**src/rtl/core/jec_pkg.sv**
```systemverilog
// Shared types and constants for the jerk event classifier.
// No dependencies.
package jec_pkg;

    localparam int unsigned AXIS_W     = 16;
    localparam int unsigned AXIS_SQ_W  = 31;
    localparam int unsigned LEVEL_W    = 15;
    localparam int unsigned LEVEL_SQ_W = 30;
    localparam int unsigned MAG_W      = 32;
    localparam int unsigned CODE_W     = 3;
    localparam int unsigned CFG_IDX_W  = 2;

    // config register indexes
    localparam logic [CFG_IDX_W-1:0] CFG_CRASH  = 2'd0;
    localparam logic [CFG_IDX_W-1:0] CFG_MOTION = 2'd1;
    localparam logic [CFG_IDX_W-1:0] CFG_STILL  = 2'd2;

    localparam logic [LEVEL_W-1:0]    CRASH_RST     = 15'd150;
    localparam logic [LEVEL_W-1:0]    MOTION_RST    = 15'd50;
    localparam logic [LEVEL_W-1:0]    STILL_RST     = 15'd15;
    localparam logic [LEVEL_SQ_W-1:0] CRASH_SQ_RST  = 30'd22500;
    localparam logic [LEVEL_SQ_W-1:0] MOTION_SQ_RST = 30'd2500;
    localparam logic [LEVEL_SQ_W-1:0] STILL_SQ_RST  = 30'd225;

    typedef enum logic [CODE_W-1:0] {
        EV_NONE     = 3'd0,
        EV_SHAKE    = 3'd1,
        EV_WRECK    = 3'd2,
        EV_SPEEDING = 3'd3,
        EV_DECEL    = 3'd4
    } t_event;

    // per-item features handed from the square stage to the decision stage
    typedef struct packed {
        logic [AXIS_SQ_W-1:0] sq_x;
        logic [AXIS_SQ_W-1:0] sq_y;
        logic [AXIS_SQ_W-1:0] sq_z;
        logic                 moved;
    } t_feat;

endpackage

```
**src/rtl/core/jec_feature.sv**
```systemverilog
// Square of each axis and per-axis change test against the previous sample.
// Depends on jec_pkg.
module jec_feature
    import jec_pkg::*;
(
    input  logic signed [AXIS_W-1:0]  i_x,
    input  logic signed [AXIS_W-1:0]  i_y,
    input  logic signed [AXIS_W-1:0]  i_z,
    input  logic signed [AXIS_W-1:0]  i_prev_x,
    input  logic signed [AXIS_W-1:0]  i_prev_y,
    input  logic signed [AXIS_W-1:0]  i_prev_z,
    input  logic        [LEVEL_W-1:0] i_motion_level,
    output t_feat                     o_feat
);

    logic signed [2*AXIS_W-1:0] prod_x;
    logic signed [2*AXIS_W-1:0] prod_y;
    logic signed [2*AXIS_W-1:0] prod_z;
    logic signed [AXIS_W:0]     diff_x;
    logic signed [AXIS_W:0]     diff_y;
    logic signed [AXIS_W:0]     diff_z;
    logic        [AXIS_W:0]     abs_x;
    logic        [AXIS_W:0]     abs_y;
    logic        [AXIS_W:0]     abs_z;
    logic        [AXIS_W:0]     motion_ext;

    assign prod_x = (2*AXIS_W)'(i_x) * (2*AXIS_W)'(i_x);
    assign prod_y = (2*AXIS_W)'(i_y) * (2*AXIS_W)'(i_y);
    assign prod_z = (2*AXIS_W)'(i_z) * (2*AXIS_W)'(i_z);

    assign diff_x = {i_x[AXIS_W-1], i_x} - {i_prev_x[AXIS_W-1], i_prev_x};
    assign diff_y = {i_y[AXIS_W-1], i_y} - {i_prev_y[AXIS_W-1], i_prev_y};
    assign diff_z = {i_z[AXIS_W-1], i_z} - {i_prev_z[AXIS_W-1], i_prev_z};

    // magnitude of a 17-bit difference never exceeds 65535, so it fits unsigned
    assign abs_x = diff_x[AXIS_W] ? 17'(-diff_x) : 17'(diff_x);
    assign abs_y = diff_y[AXIS_W] ? 17'(-diff_y) : 17'(diff_y);
    assign abs_z = diff_z[AXIS_W] ? 17'(-diff_z) : 17'(diff_z);

    assign motion_ext = {2'b00, i_motion_level};

    always_comb begin
        o_feat.sq_x  = prod_x[AXIS_SQ_W-1:0];
        o_feat.sq_y  = prod_y[AXIS_SQ_W-1:0];
        o_feat.sq_z  = prod_z[AXIS_SQ_W-1:0];
        o_feat.moved = (abs_x > motion_ext) || (abs_y > motion_ext) || (abs_z > motion_ext);
    end

endmodule

```
**src/rtl/core/jec_decide.sv**
```systemverilog
// Magnitude sum and prioritized event decision.
// Depends on jec_pkg.
module jec_decide
    import jec_pkg::*;
(
    input  t_feat                    i_feat,
    input  logic [MAG_W-1:0]         i_older_mag,
    input  logic [MAG_W-1:0]         i_prior_mag,
    input  logic [LEVEL_SQ_W-1:0]    i_crash_sq,
    input  logic [LEVEL_SQ_W-1:0]    i_motion_sq,
    input  logic [LEVEL_SQ_W-1:0]    i_still_sq,
    output logic [MAG_W-1:0]         o_mag,
    output t_event                   o_code
);

    logic [MAG_W-1:0] crash_ext;
    logic [MAG_W-1:0] motion_ext;
    logic [MAG_W-1:0] still_ext;
    logic             cur_crash;

    // three squares of at most 2^30 each stay below 2^32
    assign o_mag = MAG_W'(i_feat.sq_x) + MAG_W'(i_feat.sq_y) + MAG_W'(i_feat.sq_z);

    assign crash_ext  = MAG_W'(i_crash_sq);
    assign motion_ext = MAG_W'(i_motion_sq);
    assign still_ext  = MAG_W'(i_still_sq);
    assign cur_crash  = (o_mag >= crash_ext);

    always_comb begin
        if (cur_crash && (i_older_mag >= crash_ext) && (i_prior_mag >= crash_ext)) begin
            o_code = EV_WRECK;
        end else if (cur_crash) begin
            o_code = EV_SHAKE;
        end else if ((o_mag >= motion_ext) && i_feat.moved) begin
            o_code = EV_SPEEDING;
        end else if (o_mag < still_ext) begin
            o_code = EV_DECEL;
        end else begin
            o_code = EV_NONE;
        end
    end

endmodule

```
**src/rtl/core/jerk_event_classifier_top.sv**
```systemverilog
// Jerk event classifier: input register, one combinational pass (squares, decision),
// result register.
// An item moves on to the output register once the result register is empty or being taken;
// throughput 1 item per cycle while the output is not stalled.
// The input register refills when it is empty or the result register empties or is being taken, so a
// stalled result stops input only once both registers are full.
// Reset (synchronous, active low) empties both registers, zeroes history, loads default levels.
// Depends on jec_pkg, jec_feature, jec_decide.
module jerk_event_classifier_top
    import jec_pkg::*;
(
    input  logic                 i_clk,
    input  logic                 i_rst_n,
    input  logic                 i_cfg_wr_en,
    input  logic [CFG_IDX_W-1:0] i_cfg_index,
    input  logic [LEVEL_W-1:0]   i_cfg_wdata,
    input  logic                 s_axis_tvalid,
    output logic                 s_axis_tready,
    input  logic [47:0]          s_axis_tdata,  // jerk_x[15:0], jerk_y[31:16], jerk_z[47:32]
    output logic                 m_axis_tvalid,
    input  logic                 m_axis_tready,
    output logic [39:0]          m_axis_tdata   // event_code[2:0], magnitude_sq[34:3], zero pad
);

    logic [LEVEL_W-1:0]    r_crash_level;
    logic [LEVEL_W-1:0]    r_motion_level;
    logic [LEVEL_W-1:0]    r_still_level;
    logic [LEVEL_SQ_W-1:0] r_crash_sq;
    logic [LEVEL_SQ_W-1:0] r_motion_sq;
    logic [LEVEL_SQ_W-1:0] r_still_sq;

    logic                     r_in_valid;
    logic signed [AXIS_W-1:0] r_in_x;
    logic signed [AXIS_W-1:0] r_in_y;
    logic signed [AXIS_W-1:0] r_in_z;
    logic signed [AXIS_W-1:0] r_prev_x;
    logic signed [AXIS_W-1:0] r_prev_y;
    logic signed [AXIS_W-1:0] r_prev_z;

    t_feat feat;

    logic [MAG_W-1:0] r_older_mag;
    logic [MAG_W-1:0] r_prior_mag;

    logic             r_out_valid;
    t_event           r_out_code;
    logic [MAG_W-1:0] r_out_mag;
    t_event           n_out_code;
    logic [MAG_W-1:0] n_out_mag;

    logic in_ready;
    logic out_ready;
    logic in_fire;
    logic out_load;

    assign out_ready = !r_out_valid || m_axis_tready;
    assign in_ready  = !r_in_valid || out_ready;
    assign in_fire   = s_axis_tvalid && in_ready;
    assign out_load  = r_in_valid && out_ready;

    assign s_axis_tready = in_ready;
    assign m_axis_tvalid = r_out_valid;
    assign m_axis_tdata  = {5'b00000, r_out_mag, r_out_code};

    // configuration; squared levels are registered from the level registers
    always_ff @(posedge i_clk) begin
        if (!i_rst_n) begin
            r_crash_level  <= CRASH_RST;
            r_motion_level <= MOTION_RST;
            r_still_level  <= STILL_RST;
            r_crash_sq     <= CRASH_SQ_RST;
            r_motion_sq    <= MOTION_SQ_RST;
            r_still_sq     <= STILL_SQ_RST;
        end else begin
            if (i_cfg_wr_en) begin
                case (i_cfg_index)
                    CFG_CRASH:  r_crash_level  <= i_cfg_wdata;
                    CFG_MOTION: r_motion_level <= i_cfg_wdata;
                    CFG_STILL:  r_still_level  <= i_cfg_wdata;
                    default: ;
                endcase
            end
            r_crash_sq  <= LEVEL_SQ_W'(r_crash_level) * LEVEL_SQ_W'(r_crash_level);
            r_motion_sq <= LEVEL_SQ_W'(r_motion_level) * LEVEL_SQ_W'(r_motion_level);
            r_still_sq  <= LEVEL_SQ_W'(r_still_level) * LEVEL_SQ_W'(r_still_level);
        end
    end

    // input stage
    always_ff @(posedge i_clk) begin
        if (!i_rst_n) begin
            r_in_valid <= 1'b0;
        end else if (in_fire) begin
            r_in_valid <= 1'b1;
        end else if (out_load) begin
            r_in_valid <= 1'b0;
        end
    end

    always_ff @(posedge i_clk) begin
        if (in_fire) begin
            r_in_x <= s_axis_tdata[15:0];
            r_in_y <= s_axis_tdata[31:16];
            r_in_z <= s_axis_tdata[47:32];
        end
    end

    jec_feature u_feature (
        .i_x            (r_in_x),
        .i_y            (r_in_y),
        .i_z            (r_in_z),
        .i_prev_x       (r_prev_x),
        .i_prev_y       (r_prev_y),
        .i_prev_z       (r_prev_z),
        .i_motion_level (r_motion_level),
        .o_feat         (feat)
    );

    jec_decide u_decide (
        .i_feat      (feat),
        .i_older_mag (r_older_mag),
        .i_prior_mag (r_prior_mag),
        .i_crash_sq  (r_crash_sq),
        .i_motion_sq (r_motion_sq),
        .i_still_sq  (r_still_sq),
        .o_mag       (n_out_mag),
        .o_code      (n_out_code)
    );

    // result stage; axis and magnitude history shift with each item
    always_ff @(posedge i_clk) begin
        if (!i_rst_n) begin
            r_out_valid <= 1'b0;
            r_older_mag <= '0;
            r_prior_mag <= '0;
            r_prev_x    <= '0;
            r_prev_y    <= '0;
            r_prev_z    <= '0;
        end else begin
            if (out_load) begin
                r_out_valid <= 1'b1;
                r_older_mag <= r_prior_mag;
                r_prior_mag <= n_out_mag;
                r_prev_x    <= r_in_x;
                r_prev_y    <= r_in_y;
                r_prev_z    <= r_in_z;
            end else if (m_axis_tready) begin
                r_out_valid <= 1'b0;
            end
        end
    end

    always_ff @(posedge i_clk) begin
        if (out_load) begin
            r_out_code <= n_out_code;
            r_out_mag  <= n_out_mag;
        end
    end

    // a stalled result stays put until taken
    a_out_hold: assert property (@(posedge i_clk) disable iff (!i_rst_n)
        (r_out_valid && !m_axis_tready) |=> (r_out_valid && $stable(m_axis_tdata)))
        else $error("result changed while stalled");

    // history shifts when an item enters the result register
    a_hist_shift: assert property (@(posedge i_clk) disable iff (!i_rst_n)
        out_load |=> (r_older_mag == $past(r_prior_mag)) && (r_prior_mag == r_out_mag))
        else $error("magnitude history out of step with results");

    // an empty input register always takes the next item
    a_in_open: assert property (@(posedge i_clk) disable iff (!i_rst_n)
        !r_in_valid |-> s_axis_tready)
        else $error("input stalled while empty");

endmodule
```
**config.mk**
```make
export PLATFORM = sky130hd
export DESIGN_NAME = jerk_event_classifier_top
export DESIGN_NICKNAME = d
export VERILOG_FILES = /design/src/rtl/core/jec_pkg.sv /design/src/rtl/core/jec_feature.sv /design/src/rtl/core/jec_decide.sv /design/src/rtl/core/jerk_event_classifier_top.sv
export SDC_FILE = /design/constraint.sdc
export NUM_CORES = 2
export LEC_CHECK = 0
export BUFFER_PORTS_ARGS = -buffer_cell sky130_fd_sc_hd__clkbuf_2
export CORE_MARGIN = 10
export CORE_UTILIZATION = 60
export CTS_CLUSTER_SIZE = 40
export DETAILED_ROUTE_END_ITERATION = 6
export GPL_TIMING_DRIVEN = 0
export HOLD_SLACK_MARGIN = 0.05
export PLACE_DENSITY_LB_ADDON = 0.08
export SLEW_MARGIN = 20
export SYNTH_ARGS = -nofsm -noshare
export SYNTH_HDL_FRONTEND = slang
export SYNTH_HIERARCHICAL = 1
export SYNTH_SLANG_ARGS = --single-unit
export TNS_END_PERCENT = 100
```
**constraint.sdc**
```tcl
create_clock -name i_clk -period 13 [get_ports i_clk]
set_clock_uncertainty 0.2 [all_clocks]
set_input_delay 0.65 -clock i_clk [delete_from_list [all_inputs] [get_ports i_clk]]
set_output_delay 0.65 -clock i_clk [all_outputs]
set_load 0.005 [all_outputs]
```
# [Yosys cells after proc, flatten, opt, wreduce, memory -nomap -nowiden]
# Cells that the tools add are included.
[word_totals] ff_bits=332 inputBits=70 output_inout_bits=42 elab_cells=71
[op_classes] addsub=8 mul=6 magnitude_cmp=8 eq_ne=2 mux=10 n_reduce_logical=18
[ops] op=">= comparator 32 x 30 -> 1 bit" n=4
[ops] op="multiplier 16 x 16 -> 31 bit" n=3
[ops] op="multiplier 15 x 15 -> 30 bit" n=3
[ops] op="> comparator 17 x 15 -> 1 bit" n=3
[ops] op="two-way mux 17 bit" n=3
[ops] op="negator 17 bit" n=3
[ops] op="subtractor 16 x 16 -> 17 bit" n=3
[ops] op="adder 31 x 31 -> 32 bit" n=1
[ops] op="adder 32 x 31 -> 32 bit" n=1
[ops] op="< comparator 32 x 30 -> 1 bit" n=1
[ops] op="AND reduction 2 bit" n=3
[ops] op="logical AND 1 bit" n=5
[ops] op="logical OR 1 bit" n=4
[ops] op="two-way mux 1 bit" n=4
[ops] op="two-way mux 2 bit" n=2
[ops] op="nonzero test 2 bit" n=2
[ops] op="two-way mux 3 bit" n=1
[ops] op="OR reduction 3 bit" n=1
[ops] op="equality test 2 x 1 -> 1 bit (second input constant)" n=1
[ops] op="equality test 2 bit (second input constant)" n=1
[ops] op="zero test 1 bit" n=2
[ops] op="zero test 2 bit" n=1

# [Logic depth before layout (Yosys ltp)]
[logic_depth] word_depth=9 ltp_mapped=46 depth_no_buf=45

# [Hierarchy]
# Netlist, hierarchy kept.
[modules_own_cells] mod="jec_feature" instances=1 cells_each=3524 area_per_inst_um2=30541.8 seq_area_each_um2=0.0
[modules_own_cells] mod="jerk_event_classifier_top" instances=1 cells_each=3154 area_per_inst_um2=29134.2 seq_area_each_um2=7417.1
[modules_own_cells] mod="jec_decide" instances=1 cells_each=687 area_per_inst_um2=5688.0 seq_area_each_um2=0.0

# [Least setup slack after synthesis]
# No wires, ideal clock.
[synth_path] kind="register -> register" from="reg r_in_y[4]" to="reg r_out_code[0] (data pin)" setup_ps=255 arrival_ps=9844 t_required_ps=12545 slack_ps=2701 stages_incl_launch_ff=39 path_buffers=2 synth_period_minus_slack_ps=10299 cell_sequence="edfxtp_1 > clkbuf_1 > clkbuf_1 > nand2_1 > fa_1 > fa_1 > fa_1 > inv_1 > fa_1 > fa_1 > inv_1 > fa_1 > inv_1 > ha_1 > a21o_1 > a21o_1 > a21oi_1 > o22ai_1 > [3 not listed] > a21oi_1 > xnor2_1 > fa_1 > ha_1 > and3_1 > and2_1 > a221o_1 > a31oi_1 > xnor2_1 > ha_1 > o21ai_0 > nor2_1 > nor3_1 > and4b_1 > o221ai_1 > a211oi_2 > and2_1 > o21ba_1"
[synth_rtl] element="start, declared" line_no="jerk_event_classifier_top.sv:34" text="logic signed [AXIS_W-1:0] r_in_y;"
[synth_rtl] element="start signal, assigned" line_no="jerk_event_classifier_top.sv:103" text="r_in_y <= s_axis_tdata[31:16];"
[synth_rtl] element="end signal, assigned" line_no="jerk_event_classifier_top.sv:155" text="r_out_code <= n_out_code;"
[synth_rtl] element="end, declared" line_no="jerk_event_classifier_top.sv:46" text="t_event r_out_code;"

==> flow_metrics.env <==
export IMPL_rsz0062_at_grt="no"
export IMPL_timing_reg2reg_setup_slack_ns=0.31
export IMPL_finalCriticalPeriod_ns=12.69
export IMPL_start_kind="flop"
export IMPL_wire_per_inst_um=19.78
export IMPL_netlist_instances=7365
export IMPL_finalNetCount=9604
export IMPL_grt_pass1_wl_um=285400
export IMPL_die_y_um=350.1
export IMPL_yosysSeqAreaShare=0.1135
export IMPL_slowest_delay_ns=0.66
export IMPL_synth_edf_count=83
export IMPL_fin_setup_tns_ns=0
export IMPL_overflow=0
export IMPL_core_area_mm2=0.1086
export IMPL_period_share=0.9763
export IMPL_setup_viol=0
export IMPL_wirelength_um=178900
export IMPL_hp_class="in -> reg"
export IMPL_die_w_um=350.1
export IMPL_cts_root_buffer="clkbuf_16"
export IMPL_crit_family="adder cells"
export IMPL_synth_warnings=6
export IMPL_drive_above_1_share=0.04340
export IMPL_fin_hold_ws_ns=0.1017
export IMPL_synth_async_reset_ratio=0
export IMPL_relSlewSlack=0.1936
export IMPL_max_freq_mhz=78.79
export IMPL_critPathBufInv=6
export IMPL_h_tree_depth=2
export IMPL_cpMaxStageDelayCell="a2111oi_1"
export IMPL_antenna_found_initial=5
export IMPL_rows=121
export IMPL_clock_latency_ns=0.64
export IMPL_reg2reg_depth=39
export IMPL_reg2reg_to="r_out_code[2]"
export IMPL_worstSetupEndpoint="r_out_code[2]"
export IMPL_cts_path_max_buffers=3
export IMPL_area_growth_pct=7.245
export IMPL_path_class="reg -> reg"
export IMPL_place_gp_congestion=0.9568
export IMPL_status="completed"
export IMPL_numCtsBuffers=44
export IMPL_first_iter_violations=3311
export IMPL_final_common_cell="inv_1"
export IMPL_initial_core_util=0.6022
export IMPL_pin_count=112
export IMPL_final_cell_mix="1,787 x inv_1, 1,128 x fa_1, 870 x nand2_1, 815 x ha_1, 394 x a21oi_1"
export IMPL_antenna_left=0
export IMPL_reg2reg_from="r_in_y[12]"
export IMPL_vias_per_cell=5.534
export IMPL_portBuffers=105
export IMPL_grt_max_degree=36
export IMPL_ys_types=106
export IMPL_preCtsSetupSlack_ns=0.1455
export IMPL_cts_tree="built"
export IMPL_grt_usage=0.2985
export IMPL_drc=0
export IMPL_arrival_ns=12.90
export IMPL_critPathMaxFanout=9
export IMPL_netlist_area_mm2=0.06536
export IMPL_vias=50040
export IMPL_crit_cells=39
export IMPL_max_cap_violations=0
export IMPL_ys_ff_latch=329
export IMPL_end_kind="flop"
export IMPL_cts_sinks=329
export IMPL_grt_pass1_vias=52060
export IMPL_fin_ws_ns=0.3083
export IMPL_dieArea_mm2=0.1225
export IMPL_critPathLaunch="r_in_y[12]"
export IMPL_first_pass_iters=6
export IMPL_required_ns=13.21
export IMPL_slew_viol_final=0
export IMPL_cts_clk_slew_worst_paths_ns=0.06
export IMPL_ys_flop_type="dfxtp_1"
export IMPL_synth_avg_cell_area_um2=8.875
export IMPL_dp_hpwl_um=151000
export IMPL_hold_violations=0
export IMPL_utilization=0.6458
export IMPL_tightest_slew_ns=1.210
export IMPL_crit_path_frequent_cell="fa_1"
worst min path at each step:
stage,from,endpoint,slack [ns],depth (start not counted)
floorplan,r_older_mag[31],r_older_mag[31],0.23,2
global placement,r_prev_x[4],r_prev_x[4],0.24,2
detailed placement,r_prev_x[14],r_prev_x[14],0.25,2
CTS,s_axis_tvalid,r_in_valid,0.08,3
global route,s_axis_tvalid,r_in_valid,0.15,3
finish,s_axis_tvalid,r_in_valid,0.10,3
per-stage QoR:
step / area, um^2 / cells
after floorplan: 65400 / 7374
after global placement: 67690 / 8893
after detailed placement: 68110 / 8911
after CTS: 70070 / 9041
after global routing: 70100 / 9041
final: 70100 / 9042
synth_stat cells (11+ instances only):
cell       number  area [um^2]
and2_1        207         1295
mux2i_1        22        220.2
inv_1        1787         6708
buf_4          13        97.59
a21oi_1       395         1977
o21bai_1       32        240.2
edfxtp_1       83         2492
and3_1         28        175.2
or3_1          13        81.33
nor2_1        306         1149
a211o_1        20        175.2
nand3_1        53        265.3
o21a_1         36        270.3
nand4_1        41        256.5
nand2_1       870         3266
nor3_1         43        215.2
xnor2_1       206         1804
fa_1         1128        22580
clkbuf_1      194        728.2
ha_1          815        10200
nor2b_1        53        331.6
a211oi_1       32        240.2
a21o_1        148         1111
dfxtp_1       246         4925
a31o_2         17        148.9
or2_2          18        112.6
xor2_1         97        849.6
a31oi_1        30        187.7
and4_1         16        140.1
nand2b_1       66        412.9
o21ai_0       113        565.5
a2111oi_0      11        96.34
o211ai_1       25        187.7
worst min-delay path, cell delays in order:
cell	delay [ns]
clkbuf_2	0.09
a21oi_1	0.04
nor2_1	0.08
registers in the layout, summed over array words and instances, names as in the netlist, 16 cells and up:
name / cells
r_older_mag: 32
r_out_mag: 32
r_prior_mag: 32
r_crash_sq: 29
r_motion_sq: 29
r_still_sq: 29
r_in_x: 16
r_in_y: 16
r_in_z: 16
r_prev_x: 16
r_prev_y: 16
r_prev_z: 16
layout make-up:
type	instances	area, um^2
fill	9386	38450
clock inverter	31	300.3
buffer	213	883.3
clock buffer	51	1180
antenna	1	2.502
multi-input combinational	5038	50580
sequential	329	7417
tap	1414	1769
inverter	1794	6734
timing repair buffer	171	1237
metal layers:
layer  share of wire  global-route usage
met1            0.41              0.3902
met2            0.47              0.4940
met3           0.070             0.04535
met4           0.048              0.1248
met5               0                   0
timing repair:
item	CTS	global route
endpoints found under the setup margin	0	3
setup buffers	0	0
hold buffers	48	0
hold endpoints to repair	48	0
resized for setup	0	26
kinds of logic (layout without fill, tap and decap cells):
kind of cell	count (synthesis)	in the layout	share of synthesized area
adder cells (fa/ha/maj)	1943	1943	0.5015
XOR/XNOR	303	303	0.04060
buffers and inverters	2007	2260	0.1162
AO/OA/AOI/OAI	986	986	0.09858
multiplexers	30	30	0.004747
AND/OR/NAND/NOR	1765	1765	0.1248
flip-flops	329	329	0.1135
other	2	12	0.0001149
Power is left out: the tool's default activity adds up to more than one toggle a clock period on the data nets, which glitch-free logic cannot reach.
